**src/hdl/polynomial_string_hash_assert.svh**
```systemverilog
// Assertion macros shared by the polynomial string hash RTL.
// Expects clk_i and rst_ni to be visible in the including module.
`ifndef POLYNOMIAL_STRING_HASH_ASSERT_SVH
`define POLYNOMIAL_STRING_HASH_ASSERT_SVH

// Same-cycle implication, disabled while in reset.
`define PSH_ASSERT_IMPLIES(lbl, ante, cons, msg) \
  lbl: assert property (@(posedge clk_i) disable iff (!rst_ni) (ante) |-> (cons)) \
    else $error(msg);

// Next-cycle implication, disabled while in reset.
`define PSH_ASSERT_NEXT(lbl, ante, cons, msg) \
  lbl: assert property (@(posedge clk_i) disable iff (!rst_ni) (ante) |=> (cons)) \
    else $error(msg);

`endif

```
**src/hdl/psh_pkg.sv**
```systemverilog
// Package for the polynomial string hash: widths, register indexes,
// mode decode, sequencer states and the reducer status struct. No dependencies.
`timescale 1ns / 1ps

package psh_pkg;

  localparam int unsigned MOD_WIDTH_DEF = 16;
  localparam int unsigned HASH_W        = 16;
  localparam int unsigned CHAR_W        = 7;
  localparam int unsigned LETTER_W      = 5;
  // Width of the small multiplier operand (letter value or base)
  localparam int unsigned MUL_B_W       = 6;
  localparam int unsigned CFG_IDX_W     = 2;
  localparam int unsigned SHIFT_W       = 3;

  // Register indexes
  localparam logic [CFG_IDX_W-1:0] CFG_TABLE_SIZE = 2'd0;
  localparam logic [CFG_IDX_W-1:0] CFG_HASH_MODE  = 2'd1;

  localparam logic [31:0] TABLE_SIZE_RST = 32'd5003;

  // ASCII range of lowercase letters; 'a' maps to letter value 1
  localparam logic [CHAR_W-1:0] LETTER_FIRST  = 7'd97;
  localparam logic [CHAR_W-1:0] LETTER_LAST   = 7'd122;
  localparam logic [CHAR_W-1:0] LETTER_OFFSET = 7'd96;

  // Hash modes
  localparam logic [1:0] MODE_B31 = 2'd0;
  localparam logic [1:0] MODE_B7  = 2'd1;
  localparam logic [1:0] MODE_B37 = 2'd2;

  typedef struct packed {
    logic [MUL_B_W-1:0] base;
    logic [SHIFT_W-1:0] shift;
  } mode_cfg_t;

  typedef struct packed {
    logic busy;
    logic done;
  } red_stat_t;

  typedef enum logic [2:0] {
    ST_IDLE,
    ST_MUL_H,
    ST_RED_H,
    ST_MUL_P,
    ST_RED_P,
    ST_DONE
  } psh_state_e;

  // Base and pre-shift per mode; the unused code behaves as base 31
  function automatic mode_cfg_t mode_decode(logic [1:0] mode);
    mode_cfg_t c;
    unique case (mode)
      MODE_B7: begin
        c.base  = 6'd7;
        c.shift = 3'd2;
      end
      MODE_B37: begin
        c.base  = 6'd37;
        c.shift = 3'd4;
      end
      default: begin
        c.base  = 6'd31;
        c.shift = 3'd0;
      end
    endcase
    return c;
  endfunction

endpackage

```
**src/hdl/psh_reducer.sv**
```systemverilog
// Iterative modulo reducer: restoring remainder, one dividend bit per cycle.
// Depends on psh_pkg and polynomial_string_hash_assert.svh.
`timescale 1ns / 1ps
`include "polynomial_string_hash_assert.svh"

module psh_reducer import psh_pkg::*; #(
  parameter int unsigned MOD_WIDTH = MOD_WIDTH_DEF
) (
  input  logic                         clk_i,
  input  logic                         rst_ni,
  input  logic                         start_i,
  input  logic [MOD_WIDTH+MUL_B_W-1:0] dividend_i,
  input  logic [MOD_WIDTH-1:0]         modulus_i,
  output red_stat_t                    stat_o,
  output logic [MOD_WIDTH-1:0]         rem_o
);

  localparam int unsigned DvdW  = MOD_WIDTH + MUL_B_W;
  localparam int unsigned CntW  = $clog2(DvdW + 1);
  localparam logic [CntW-1:0] StepsC = CntW'(DvdW);
  localparam logic [CntW-1:0] OneC   = CntW'(1);

  logic [DvdW-1:0]      dvd_q;
  logic [MOD_WIDTH-1:0] rem_q, rem_d;
  logic [MOD_WIDTH-1:0] mod_q;
  logic [CntW-1:0]      cnt_q;
  logic                 busy_q, done_q;
  logic [MOD_WIDTH:0]   trial;

  // One restoring step: bring in the next dividend bit, subtract if it fits
  always_comb begin
    trial = {rem_q, dvd_q[DvdW-1]};
    if (trial >= {1'b0, mod_q}) begin
      rem_d = MOD_WIDTH'(trial - {1'b0, mod_q});
    end else begin
      rem_d = trial[MOD_WIDTH-1:0];
    end
  end

  // Control
  always_ff @(posedge clk_i or negedge rst_ni) begin
    if (!rst_ni) begin
      busy_q <= 1'b0;
      done_q <= 1'b0;
      cnt_q  <= '0;
    end else if (start_i) begin
      busy_q <= 1'b1;
      done_q <= 1'b0;
      cnt_q  <= StepsC;
    end else if (busy_q) begin
      cnt_q <= cnt_q - OneC;
      if (cnt_q == OneC) begin
        busy_q <= 1'b0;
        done_q <= 1'b1;
      end
    end else begin
      done_q <= 1'b0;
    end
  end

  // Datapath
  always_ff @(posedge clk_i) begin
    if (start_i) begin
      dvd_q <= dividend_i;
      rem_q <= '0;
      mod_q <= modulus_i;
    end else if (busy_q) begin
      dvd_q <= {dvd_q[DvdW-2:0], 1'b0};
      rem_q <= rem_d;
    end
  end

  assign stat_o.busy = busy_q;
  assign stat_o.done = done_q;
  assign rem_o       = rem_q;

  `PSH_ASSERT_IMPLIES(a_rem_below_mod, done_q, rem_q < mod_q, "remainder not below modulus")
  `PSH_ASSERT_IMPLIES(a_no_restart_busy, start_i, !busy_q, "reducer started while busy")

endmodule

```
**config.mk**
```make
export PLATFORM = sky130hd
export DESIGN_NAME = psh_reducer
export DESIGN_NICKNAME = d
export VERILOG_FILES = /design/src/hdl/psh_pkg.sv /design/src/hdl/psh_reducer.sv
export VERILOG_INCLUDE_DIRS = /design/src /design/src/hdl
export SDC_FILE = /design/constraint.sdc
export NUM_CORES = 1
export LEC_CHECK = 0
export ABC_AREA = 1
export BUFFER_PORTS_ARGS = -buffer_cell sky130_fd_sc_hd__buf_2
export CORE_MARGIN = 2
export CORE_UTILIZATION = 30
export DETAILED_ROUTE_END_ITERATION = 10
export PLACE_DENSITY = 0.55
export REMOVE_ABC_BUFFERS = 1
export SLEW_MARGIN = 25
export SYNTH_ARGS = -nofsm -noshare
export SYNTH_HDL_FRONTEND = slang
export SYNTH_SLANG_ARGS = --single-unit
```
**constraint.sdc**
```tcl
create_clock -name clk_i -period 2.2 [get_ports clk_i]
set_input_delay 0.33 -clock clk_i [delete_from_list [all_inputs] [get_ports clk_i]]
set_output_delay 0.33 -clock clk_i [all_outputs]
set_load 0.02 [all_outputs]
```
Word-level counts from Yosys, hierarchy flattened:

Index checks and enable logic that the tools add are counted.

* reductions and logical operators: 1
* equality and inequality tests: 2
* magnitude comparators: 1
* $add $sub $neg: 2
* muxes and demuxes: 11

Operator list (number)
* 22-bit two-way mux: 2
* 17-bit by 16-bit greater-or-equal comparator with 1-bit output: 1
* 16-bit two-way mux: 1
* 16-bit subtractor: 1
* 5-bit two-way mux: 2
* 1-bit two-way mux: 6
* 5-bit by 1-bit == test with 1-bit output, second input constant: 1
* 5-bit by 1-bit subtractor with 5-bit output, second input constant: 1
* 3-bit by 2-bit inequality test with 1-bit output, second input constant: 1
* 2-bit nonzero test: 1

* bits in registers: 61
* logic and storage cells: 23
* output and inout bits: 18
* bits of input ports: 41

Longest topological paths before layout:

Gate-level depths: netlist of run 1.

* word-level depth: 4
* gate-level depth with buffers: 14
* mapped depth without buffers: 14

Worst setup path after synthesis of run 1:

No wires, ideal clock.

* path kind: register to register
* start: register rem_q[12] (netlist: rem_o[12])
* end: register rem_q[3] (netlist: rem_o[3])
* buffers on the path: 1
* clock period less this slack: 1844 ps
* setup time: 149 ps
* required time: 2051 ps
* slack: 356 ps
* data arrival time: 1695 ps
* cell stages (with the launch flop): 13
* cell sequence: dfxtp_1 > ha_1 > nand2_2 > inv_2 > nand2_1 > inv_2 > nand2_1 > nand2_2 > nor2_4 > buf_6 > nand3_1 > nand3_1 > o21ai_0

* word-level cells in the longest chain between the ends: 2

Ends and longest elaborated chain
* start: declaration: RTL line psh_reducer.sv:24 `logic [MOD_WIDTH-1:0] rem_q, rem_d;`
* start signal: assignment: RTL line psh_reducer.sv:69 `rem_q <= rem_d;`
* 17-bit by 16-bit greater-or-equal comparator with 1-bit output: RTL line psh_reducer.sv:33 `if (trial >= {1'b0, mod_q}) begin`
* 16-bit two-way mux: RTL line psh_reducer.sv:33

Every way passes these cells.
A chain may end at the register's enable or synchronous reset.

Worst setup path in the final report of run 1:

* start: register dvd_q[21]
* end: register rem_q[14] (netlist: rem_o[14])

* word-level cells in the longest chain between the ends: 2
* elaborated cells between the ends (all ways): 3
* those cells by class: add/sub (1); order compare (1); mux (1)

Ends and longest elaborated chain
* start: declaration: RTL line psh_reducer.sv:23 `logic [DvdW-1:0] dvd_q;`
* start signal: assignment: RTL line psh_reducer.sv:64 `dvd_q <= dividend_i;`
* start signal: assignment: RTL line psh_reducer.sv:68 `dvd_q <= {dvd_q[DvdW-2:0], 1'b0};`
* 16-bit subtractor / 17-bit by 16-bit greater-or-equal comparator with 1-bit output (equally long branches): RTL line psh_reducer.sv:34, psh_reducer.sv:33
* 16-bit two-way mux (*): RTL line psh_reducer.sv:33

Mark *: on every way between the ends. The rest lies on a longest branch, timed or not.

==> results by stage, run 1 <==
Status:
- The run finished with clean final reports.

Setup path:
- Data on the critical path is required at its endpoint by 2.43 ns.
- The critical path goes through inv_1, ha_1, inv_1, fa_2, nand3_1, nand3_2, nand2_1, nand2_1, nand2_2, nand2_1, nand2_1, nand3_2, nand2_1, nand2_1.
- On the worst path, the slowest cell contributes a delay of 0.39 ns.
- For the worst setup path, the data arrival time is 2.25 ns.
- The slowest cell on the critical path is sky130_fd_sc_hd__fa_2.
- STA classifies the critical path endpoint as a flip-flop.
- Among the stages of the critical path, the cell type that occurs most often is sky130_fd_sc_hd__nand2_1.
- The critical path start-end classification is reg2reg.
- The worst setup path is launched from a flip-flop.
- Along the worst path, the maximum fanout reaches 4.

Drt:
- The total wire length after detailed routing is 8555 um.
- The length of the first detailed-routing pass in iterations is 5.
- In the final routed layout, each cell accounts on average for 12.10 um.
- Once detail routing completed, the nets flagged for antenna violations numbered 0.
- For this block, the initial DRC count from the detailed router was 150.
- The remaining design rule violation count is 0.
- The number of vias after detailed routing is 3191.
- The post-detailed-route via-to-cell ratio is 4.513.

GRT:
- The largest net degree at the start of global routing is 32.
- The wire length of the first global-routing pass is 14440 um.
- The number of global-route vias before repair was 3105.
- The leftover overflow at the end of global routing is 0.
- The initial antenna violation count is 0.
- Global routing used 14.02% of the available tracks across all layers.

Yosys:
- The synthesis warning total is 0.
- The share of synthesized area occupied by flip-flops and latches is 44.26%.
- The post-synthesis cell count is 487.
- The cell area that synthesis handed to floorplanning was 3697 sq um.
- Of all flip-flops after synthesis, the portion carrying an async set or reset was 11.48%.
- Yosys attributes the largest share of cell area to sky130_fd_sc_hd__edfxtp_1 31%, sky130_fd_sc_hd__nand2_1 19%, sky130_fd_sc_hd__dfxtp_1 8.7%.
- After synthesis, the mean cell area works out to 7.592 sq um.
- The fraction of synthesized cell area taken by the top area cell type is 30.86%.
- The library cell occupying the most area in the post-synthesis netlist is sky130_fd_sc_hd__edfxtp_1.
- Synthesis inferred 61 register bits.
- The number of different library cells in the post-synthesis netlist is 35.
- The primary flip-flop cell chosen by synthesis mapping is sky130_fd_sc_hd__edfxtp_1.
- The number of flops mapped to enable cells by yosys is 38.

Clock network:
- The maximum number of buffers from clock root to sink is 2.
- The clock slew seen by the registers of the worst setup and hold paths is 0.06 ns.
- The number of buffers created by CTS is 9.
- The tree is rooted in a sky130_fd_sc_hd__clkbuf_16.
- The H-tree depth is 3.
- The later pin in the worst-skew pair is clocked with a latency of 0.34 ns.
- The CTS tree is done.
- The clock drives 61 sinks.

Timing:
- The final hold violation count is 0.
- The post-route worst setup slack is 0.1845 ns.
- Setup violations remaining at the end of the flow were counted as 0.
- The final count of pins violating max slew came to 0.
- The transition time at the pin with the least slew margin is 0.6553 ns.
- The relative max-transition margin is 56.26%.
- The clock arrives with 0.005825 ns of skew.
- For this run, the top clock speed supported by timing is 496.2 MHz.
- The final sum of negative setup slack is 0 ns.
- Setup repair after global routing could not meet its margin everywhere.
- On the final layout, the worst hold slack is 0.1650 ns.
- Subtracting the final worst setup slack from the clock period gives 2.015 ns.
- The final critical path takes up 91.61% of the cycle.

Cells and area:
- Of the cells placed in the final design, the portion with a size suffix greater than 1 is 18.75%.
- The total area of sequential cells is 1637 sq um.
- The signed area change from the synthesized netlist to the final layout is 20.68%.
- The total number of nets in the final design is 615.
- The number of antenna diodes in the final layout is 0.
- The filler cells instantiated in the layout total 1264.
- In the final layout, the multi-input gates occupy 1684 sq um.

Worst hold path:
- In this run the worst hold path is classified as in2reg.

Run:
- The number of max-cap violations is 0.

Die:
- Measured along the x axis, the die boundary spans 115.0 um.
- The region available for standard cell placement spans 12010 sq um.
- After floorplanning, the core was divided into 40 placement rows.
- In this run the vertical extent of the chip is 115.0 um.
- The overall die area is 13230 sq um.
- During I/O placement, the number of pins put on the boundary was 59.
- For this configuration, the core starts out at a cell density of 30.78%.

Power:
- The analysis attributes to cell leakage a power of 2.363 nW.
- The maximum vdd ir drop is 0.4237 mV.
- For this design the ratio of total power to cell area is 1209 nW/um^2.

Placement:
- The count of buffers from port buffering is 58.
- Prior to clock tree synthesis, the placed netlist has a worst setup slack of 0.08679 ns.
- At the end of routability-driven placement, the weighted congestion stood at 0.9057.
- Once detailed placement completed, the half-perimeter wirelength came to 6349 um.
## worst max-delay path: cells and delay by family, from the launching register on
kind | cells | cell delay (ns)
adders and majority gates | 2 | 0.53
and+or+nand+nor | 10 | 0.82
DFF | 1 | 0.37
buffers and inverters | 2 | 0.19
## cell usage in the layout (no fill, tap or decap), types with 9 or more instances in the layout
| cell | synthesis | layout |
|---|---|---|
| sky130_fd_sc_hd__edfxtp_1 | 38 | 38 |
| sky130_fd_sc_hd__o21ai_0 | 10 | 10 |
| sky130_fd_sc_hd__nor2_1 | 20 | 20 |
| sky130_fd_sc_hd__buf_2 | 0 | 58 |
| sky130_fd_sc_hd__clkbuf_16 | 0 | 9 |
| sky130_fd_sc_hd__ha_1 | 18 | 18 |
| sky130_fd_sc_hd__inv_1 | 79 | 79 |
| sky130_fd_sc_hd__nand2_1 | 190 | 189 |
| sky130_fd_sc_hd__a21oi_1 | 10 | 10 |
| sky130_fd_sc_hd__nand3_1 | 38 | 37 |
| sky130_fd_sc_hd__buf_4 | 3 | 10 |
| sky130_fd_sc_hd__dfxtp_1 | 16 | 16 |
## cell type report
cell class              count  share of cell area, %
inverters                  81                  6.814
flip-flops and latches     61                  36.68
multi-input cells         333                  37.75
clock buffers              10                  5.132
repair buffers             69                  8.413
well taps                 147                  4.122
clock inverters             6                  1.094
## cell families (layout without fill, tap and decap cells)
group                    after synthesis  after routing  synth area share [%]
buffers and inverters                 93            166                 10.46
AND/OR/NAND/NOR                      282            282                 33.30
flip-flops                            61             61                 44.26
XOR/XNOR                               7              7                 1.658
adder cells (fa/ha/maj)               19             19                 6.633
AO/OA/AOI/OAI                         25             25                 3.689
## sequential cells by signal, summed over array words and instances, names as in the netlist
register  flops
dvd_q        22
cnt_q         5
mod_q        16
rem_o        16
busy_q        1
done_q        1
## cell usage after synthesis (all sizes together), types with 2 or more instances
cell,count
nand2,197
nand3b,7
nor3,3
dfxtp,16
clkbuf,6
ha,18
xnor2,6
a21oi,11
o21ai,11
inv,81
nand3,42
or2,2
edfxtp,38
dfrtp,7
buf,6
nor2,24
nand4,5
## report_power, final
| part | total [mW] | internal (mW) | switching (mW) |
|---|---|---|---|
| combinational | 2.52 | 0.949 | 1.58 |
| sequential | 1.57 | 1.43 | 0.144 |
| clock | 1.30 | 0.768 | 0.531 |
| total | 5.39 | 3.14 | 2.25 |
## layer usage
metal / vias up / GRT usage, % / routed length [um]
li1: 1664 / - / -
met1: 1436 / 17.96 / 4034
met2: 79 / 22.35 / 3864
met3: 12 / 3.585 / 473
met4: 0 / 6.265 / 182
met5: - / 0 / 0
## stage by stage
step           area (sq um)  utilization (%)  total power [mW]  cells
2_1_floorplan          3615                -             3.395    475
3_5_place_dp           4141            34.48             4.046    687
6_report               4462            37.15             5.395    707
4_1_cts                4429            36.88             5.386    704
5_1_grt                4462            37.15             5.873    707
3_3_place_gp           4141            34.48             4.038    687
## what timing repair did
item	in CTS	in global routing
hold endpoints to repair	7	0
buffers inserted	0	3
gates resized for setup	0	3
hold buffers	1	0
endpoints found under the setup margin	0	5
## final timing paths
path,to,start,cells past startpoint,slack [ns]
worst max-delay path,rem_o[14],dvd_q[21],14,0.18
worst min-delay path,mod_q[1],modulus_i[1],1,0.17
worst max register to register,rem_o[14],dvd_q[21],14,0.18
worst min register to register,rem_o[7],rem_o[7],2,0.47
max in group asynchronous,done_q,rst_ni,2,1.68
min in group asynchronous,busy_q,rst_ni,2,0.35
No activity file was read; power rests on OpenSTA's default activity.
==> inputs of run 2 (changes only) <==
CORE_ASPECT_RATIO = 1.2   (was unset)
HOLD_SLACK_MARGIN = 0.02   (was unset)
PLACE_DENSITY = unset   (was 0.55)
==> results by stage, run 2 (synthesis results as in run 1) <==
Drt:
- For this run, design rule violations remaining after detail routing come to 0.
- Dividing the detail-routed wire length by the instance count gives 12.21 um.
- The first-iteration detailed-routing DRC count is 164.
- The routed layout has 3218 vias.
- Dividing the detail-routed via count by the number of cells gives 4.469.
- Once detail routing completed, the nets flagged for antenna violations numbered 0.
- Before antenna repair, the detailed router went through 4 iterations.
- For this block, the routed nets add up to 8794 um of wire.

Run:
- The number of max-cap violations is 0.

GRT:
- The first global-routing pass estimated 15070 um of wire.
- The overall fraction of global-route tracks in use is 14.24%.
- Entering global routing, the biggest net connects 34 pins.
- The number of global-route vias before repair was 3194.
- The initial antenna violation count is 0.
- The leftover overflow at the end of global routing is 0.

Timing:
- Setup violations remaining at the end of the flow were counted as 0.
- The smallest clock period supported by the final layout is computed as 2.034 ns.
- Measured against its own limit, the worst slew margin works out to 57.21%.
- The final sum of negative setup slack is 0 ns.
- The largest clock skew in the final design is 0.006802 ns.
- Setup repair after global routing left no endpoint under its margin.
- The final count of pins violating max slew was 0.
- The worst-case hold slack is 0.1768 ns.
- The part of the cycle the worst path needs is 92.46%.
- For the pin with the worst max-slew slack, the measured transition is 0.6412 ns.
- The maximum achievable frequency is 491.6 MHz.
- The final hold violation count is 0.
- The post-route worst setup slack is 0.1658 ns.

Clock network:
- The insertion delay of the later-clocked pin in the worst-skew pair is 0.33 ns.
- The root buffer cell is sky130_fd_sc_hd__clkbuf_16.
- The CTS tree is done.
- The number of buffers created by CTS is 9.
- The clock slew seen by the registers of the worst setup and hold paths is 0.05 ns.
- The total clock sinks is 61.
- In this run the number of H-tree levels came out at 3.
- The maximum number of buffers from clock root to sink is 2.

Die:
- From bottom edge to top edge, the die measures 125.6 um.
- The floorplan core area is 12060 sq um.
- The floorplan has 44 rows.
- The effective utilization at floorplan is 30.67%.
- The floorplan step defined a die boundary enclosing 13230 sq um.
- The top-level port count is 59.
- The die is 105.3 um wide.

Worst hold path:
- The worst hold path belongs to the class in2reg.

Cells and area:
- The leading cell type in the layout, fill and taps excluded is sky130_fd_sc_hd__nand2_1.
- Of the cells placed in the final design, the portion with a size suffix greater than 1 is 18.60%.
- The layout has 1244 filler cells.
- Once layout is done, the placed cells without fillers occupy 4523 sq um.
- The total number of nets in the final design is 614.
- The register with the highest flop count is dvd_q.
- From synthesis to final layout, the design area changed by 22.34%.
- The register with the most flip-flops in the layout has 22 of them.
- In the layout the commonest cells are 189 x sky130_fd_sc_hd__nand2_1, 78 x sky130_fd_sc_hd__inv_1, 58 x sky130_fd_sc_hd__buf_2.
- The number of antenna repair diodes is 0.

Setup path:
- Along the worst path, the maximum fanout reaches 4.
- STA classifies the critical path startpoint as a flip-flop.
- For the worst setup path, the data required time is 2.42 ns.
- The largest single stage delay on the critical path is 0.40 ns.
- The critical path start-end classification is reg2reg.
- The cell type with the highest occurrence count on the critical path is sky130_fd_sc_hd__nand2_1.
- The slowest cell on the critical path is sky130_fd_sc_hd__fa_2.
- The critical path goes through inv_2, ha_1, inv_1, fa_2, nand3_1, nand3_2, nand2_1, nand2_1, nand2_2, nand2_1, nand2_1, nand3_2, nand2_1, nand2_1.
- Data on the critical path arrives at its endpoint at 2.26 ns.
- STA classifies the critical path endpoint as a flip-flop.

Placement:
- The post-placement cell area is 4159 sq um.
- The final weighted congestion in routability-driven placement is 0.9069.
- Buffers placed on the I/O ports in this run total 58.
- The minimum setup slack after placement is -0.002888 ns.
- Once detailed placement completed, the half-perimeter wirelength came to 6679 um.

Power:
- VDD sags by at most 0.5212 mV.
- The power per unit of standard cell area is 1234 nW/um^2.
- Summed over all cells, the static leakage comes to 2.367 nW.

Status:
- The run finished with clean final reports.
==> run 2: worst paths after layout <==
path                               from        end  slack, ns  cells after the start
max                           dvd_q[21]  rem_o[14]       0.17                     14
min                        modulus_i[7]   mod_q[7]       0.18                      1
max reg2reg                   dvd_q[21]  rem_o[14]       0.17                     14
min reg2reg                   rem_o[10]  rem_o[10]       0.48                      2
max in group asynchronous        rst_ni   cnt_q[4]       1.67                      2
min in group asynchronous        rst_ni     busy_q       0.37                      2
==> run 2: layer usage <==
layer / routed length [um] / up-vias / track usage (%) / part of all wire (%)
met5: 0 / - / 0 / 0
met4: 89 / 0 / 5.725 / 1.0
li1: - / 1673 / - / -
met1: 3769 / 1451 / 17.52 / 43
met2: 4382 / 86 / 23.87 / 50
met3: 553 / 8 / 3.468 / 6.3
==> run 2: critical path, delay by kind of cell, from the launching register on <==
family,cells,cell delay [ns]
and+or+nand+nor,10,0.81
adders and majority gates,2,0.55
DFF,1,0.39
buffers and inverters,2,0.17
==> run 2: timing repair <==
| action | 4_1_cts | 5_1_grt |
|---|---|---|
| gates resized for setup | 1 | 6 |
| setup buffers | 0 | 2 |
| pin swaps | 0 | 1 |
| hold endpoints to repair | 7 | 0 |
| endpoints found under the setup margin | 1 | 6 |
| hold buffers | 1 | 0 |
==> run 2: cell type report <==
cell class	count	area (sq um)	area share (%)
multi-input combinational	333	1704	37.68
sequential	61	1637	36.18
timing repair buffer	68	367.9	8.133
inverter	81	304.0	6.722
clock buffer	11	232.7	5.145
tap	161	201.4	4.454
clock inverter	5	76.32	1.687
==> run 2: through the flow <==
step | utilization (%) | std cells | power (mW)
floorplan | - | 475 | 3.395
global placement | 34.50 | 701 | 4.054
detailed placement | 34.50 | 701 | 4.072
CTS | 37.16 | 718 | 5.581
global route | 37.52 | 720 | 6.039
finish | 37.52 | 720 | 5.583
==> run 2: power by group <==
part | switching (mW) | internal (mW)
Clock | 0.491 | 0.985
Combinational | 1.59 | 0.944
Sequential | 0.144 | 1.43
==> inputs of run 3 (changes only) <==
BUFFER_PORTS_ARGS = -buffer_cell sky130_fd_sc_hd__clkbuf_2   (was -buffer_cell sky130_fd_sc_hd__buf_2)
==> results by stage, run 3 (synthesis results as in run 1) <==
Cells and area:
- The library cell used most frequently in the layout, excluding fill and tap cells, is sky130_fd_sc_hd__nand2_1.
- The share of final-layout standard cells stronger than drive strength 1 is 19.04%.
- The register with the most flip-flops in the layout has 22 of them.
- The number of filler instances in the final layout is 1264.
- The total number of nets in the final design is 617.
- Summing all flip-flop and latch instances after layout gives 1637 sq um.
- The finished layout cell area is 4562 sq um.
- The number of antenna repair diodes is 0.
- The area used by multi-input combinational logic is 1693 sq um.
- The top cell types in the final layout, fill and taps aside, are 189 x sky130_fd_sc_hd__nand2_1, 79 x sky130_fd_sc_hd__inv_1, 58 x sky130_fd_sc_hd__clkbuf_2.
- The final core utilization is 37.84%.
- The register with the most flip-flops in the final layout is dvd_q.
- Compared with the post-synthesis result, the final layout area differs by 23.38%.

Timing:
- The post-layout minimum cycle time is 2.032 ns.
- The final count of pins violating max slew was 0.
- Based on the critical path, the design can be clocked at up to 492.2 MHz.
- The final sum of negative setup slack is 0 ns.
- The clock arrives with 0.007217 ns of skew.
- For the pin with the worst max-slew slack, the measured transition is 0.6251 ns.
- Setup repair after global routing left no endpoint under its margin.
- The final hold violation count is 0.
- The part of the cycle the worst path needs is 92.35%.
- The worst pin sits at a relative slew slack of 58.28%.
- The count of endpoints failing setup in the final report is 0.

Power:
- In this run, flip-flops and latches consume 27.8% of the power.
- The switching power of the nets is 2.287 mW.
- Power spread over the standard cell area amounts to 1250 nW/um^2.
- The cell-internal power is 3.416 mW.
- Across the VDD grid, the largest voltage drop is 0.4178 mV.
- The clock network fraction of total power is 26.9%.
- The leakage power of the design is 2.414 nW.
- The share of total power in combinational logic is 45.2%.
- The proportion of total power due to net switching is 40.10%.

Placement:
- The post-placement cell area is 4187 sq um.
- The final HPWL from detailed placement is 6735 um.
- The congestion estimate from routability-driven global placement came to 0.8981.
- Buffers placed on the I/O ports in this run total 58.

Die:
- The overall die height is 125.6 um.
- The initialized floorplan defines 44 standard-cell rows.
- The effective utilization at floorplan is 30.67%.
- The die is 105.3 um wide.
- The overall die area is 13230 sq um.
- In this run the count of I/O pins placed on the die edge is 59.
- The floorplan core area is 12060 sq um.

Clock network:
- Counting the buffers created by CTS gives 9.
- The insertion delay of the later-clocked pin in the worst-skew pair is 0.33 ns.
- After clock tree synthesis, the clock-pin slew on the worst setup and hold paths is 0.06 ns.
- The total clock sinks is 61.
- The CTS tree is done.
- In this run the deepest clock path goes through 2 buffers.
- The H-tree depth is 3.
- The root buffer cell chosen for the clock tree is sky130_fd_sc_hd__clkbuf_16.

Setup path:
- Along the worst path, the maximum fanout reaches 4.
- The data required time of the critical path is 2.43 ns.
- The sort of element at the end of the critical path is a flip-flop.
- The worst register-to-register path begins at dvd_q[21].
- The element type at the critical path start is a flip-flop.
- The endpoint of the worst register-to-register path is rem_o[14].
- The critical path is of the reg2reg type.
- The data arrival time of the worst path is 2.26 ns.
- The path depth of the worst reg2reg path is 14.
- The setup check on the worst reg-to-reg path leaves a slack of 0.17 ns.

Worst hold path:
- In this run the worst hold path is classified as in2reg.
- The hold-critical path endpoint is mod_q[8].
- The startpoint of the most critical hold path is modulus_i[8].
- Counting instances, the worst hold path has a depth of 1.

Drt:
- The remaining design rule violation count is 0.
- The first routing iteration left 149 violations.
- Once detail routing completed, the nets flagged for antenna violations numbered 0.
- The average routed wire per standard cell is 12.22 um.
- The routed design has 8834 um of wire.
- Detailed routing inserted a total of 3214 vias.
- After detailed routing, the number of vias per cell comes to 4.445.
- The length of the first detailed-routing pass in iterations is 4.

GRT:
- Entering global routing, the biggest net connects 24 pins.
- The overall fraction of global-route tracks in use is 14.22%.
- The initial antenna violation count is 0.
- The leftover overflow at the end of global routing is 0.
- The number of global-route vias before repair is 3240.
- The wire length of the first global-routing pass is 14990 um.

Status:
- The run finished with clean final reports.

Run:
- The number of max-cap violations is 0.
run 3: changes by cell type in the layout (fill, tap and decap cells not counted), sizes merged:
cell      change
clkbuf       +57
buf          -55
inv           +2
clkinvlp      -1
run 3: power groups by stage:
stage	Combinational [mW]	Clock, mW	Sequential (mW)
floorplan	1.67	0	1.72
global placement	2.51	0	1.60
detailed placement	2.51	0	1.61
CTS	2.53	1.58	1.59
global route	2.91	1.63	1.62
finish	2.58	1.54	1.59
run 3: what timing repair did:
| action | in CTS | in global routing |
|---|---|---|
| hold buffers | 1 | 0 |
| setup endpoints to repair | 0 | 6 |
| hold endpoints to repair | 7 | 0 |
| buffers inserted | 0 | 3 |
| resized for setup | 0 | 4 |
run 3: worst max-delay path by stage:
stage,startpoint,endpoint
final,dvd_q[21],rem_o[14]
after global routing,dvd_q[21],rem_o[14]
after CTS,dvd_q[21],rem_o[14]
after detailed placement,dvd_q[21],rem_o[14]
after global placement,dvd_q[21],rem_o[14]
after floorplan,rem_o[12],rem_o[5]
run 3: per-layer routing:
layer  up-vias  track usage [%]  routed length [um]
li1       1675                -                   -
met3        21            4.348                 548
met4         0            7.686                 246
met2        83            23.49                4197
met5         -                0                   0
met1      1435            16.43                3842
run 3: critical path, cell delays in order (launching register included):
cell                       delay (ns)
sky130_fd_sc_hd__edfxtp_1        0.37
sky130_fd_sc_hd__inv_1           0.11
sky130_fd_sc_hd__ha_1            0.15
sky130_fd_sc_hd__inv_1           0.10
sky130_fd_sc_hd__fa_2            0.41
sky130_fd_sc_hd__nand3_1         0.13
sky130_fd_sc_hd__nand3_2         0.10
sky130_fd_sc_hd__nand2_1         0.07
sky130_fd_sc_hd__nand2_1         0.10
sky130_fd_sc_hd__nand2_2         0.10
sky130_fd_sc_hd__nand2_1         0.05
sky130_fd_sc_hd__nand2_1         0.07
sky130_fd_sc_hd__nand3_2         0.05
sky130_fd_sc_hd__nand2_1         0.06
sky130_fd_sc_hd__nand2_1         0.04
run 3: layout make-up:
class                           count  area share, %
Multi-Input combinational cell    333          37.11
Sequential cell                    61          35.87
Timing Repair Buffer               71          8.832
Inverter                           81          6.665
Clock buffer                       10          5.019
Tap cell                          161          4.416
Clock inverter                      6          2.084
run 3: through the flow:
step / hold WS [ns] / total power [mW] / instances / worst slack, ns
global route: 0.1586 / 6.157 / 723 / 0.0004703
floorplan: 0.03441 / 3.395 / 475 / 0.3178
global placement: 0.1742 / 4.110 / 703 / 0.01440
detailed placement: 0.1790 / 4.122 / 703 / 0.008951
finish: 0.1706 / 5.702 / 723 / 0.1682
CTS: 0.1564 / 5.697 / 720 / 0.003614
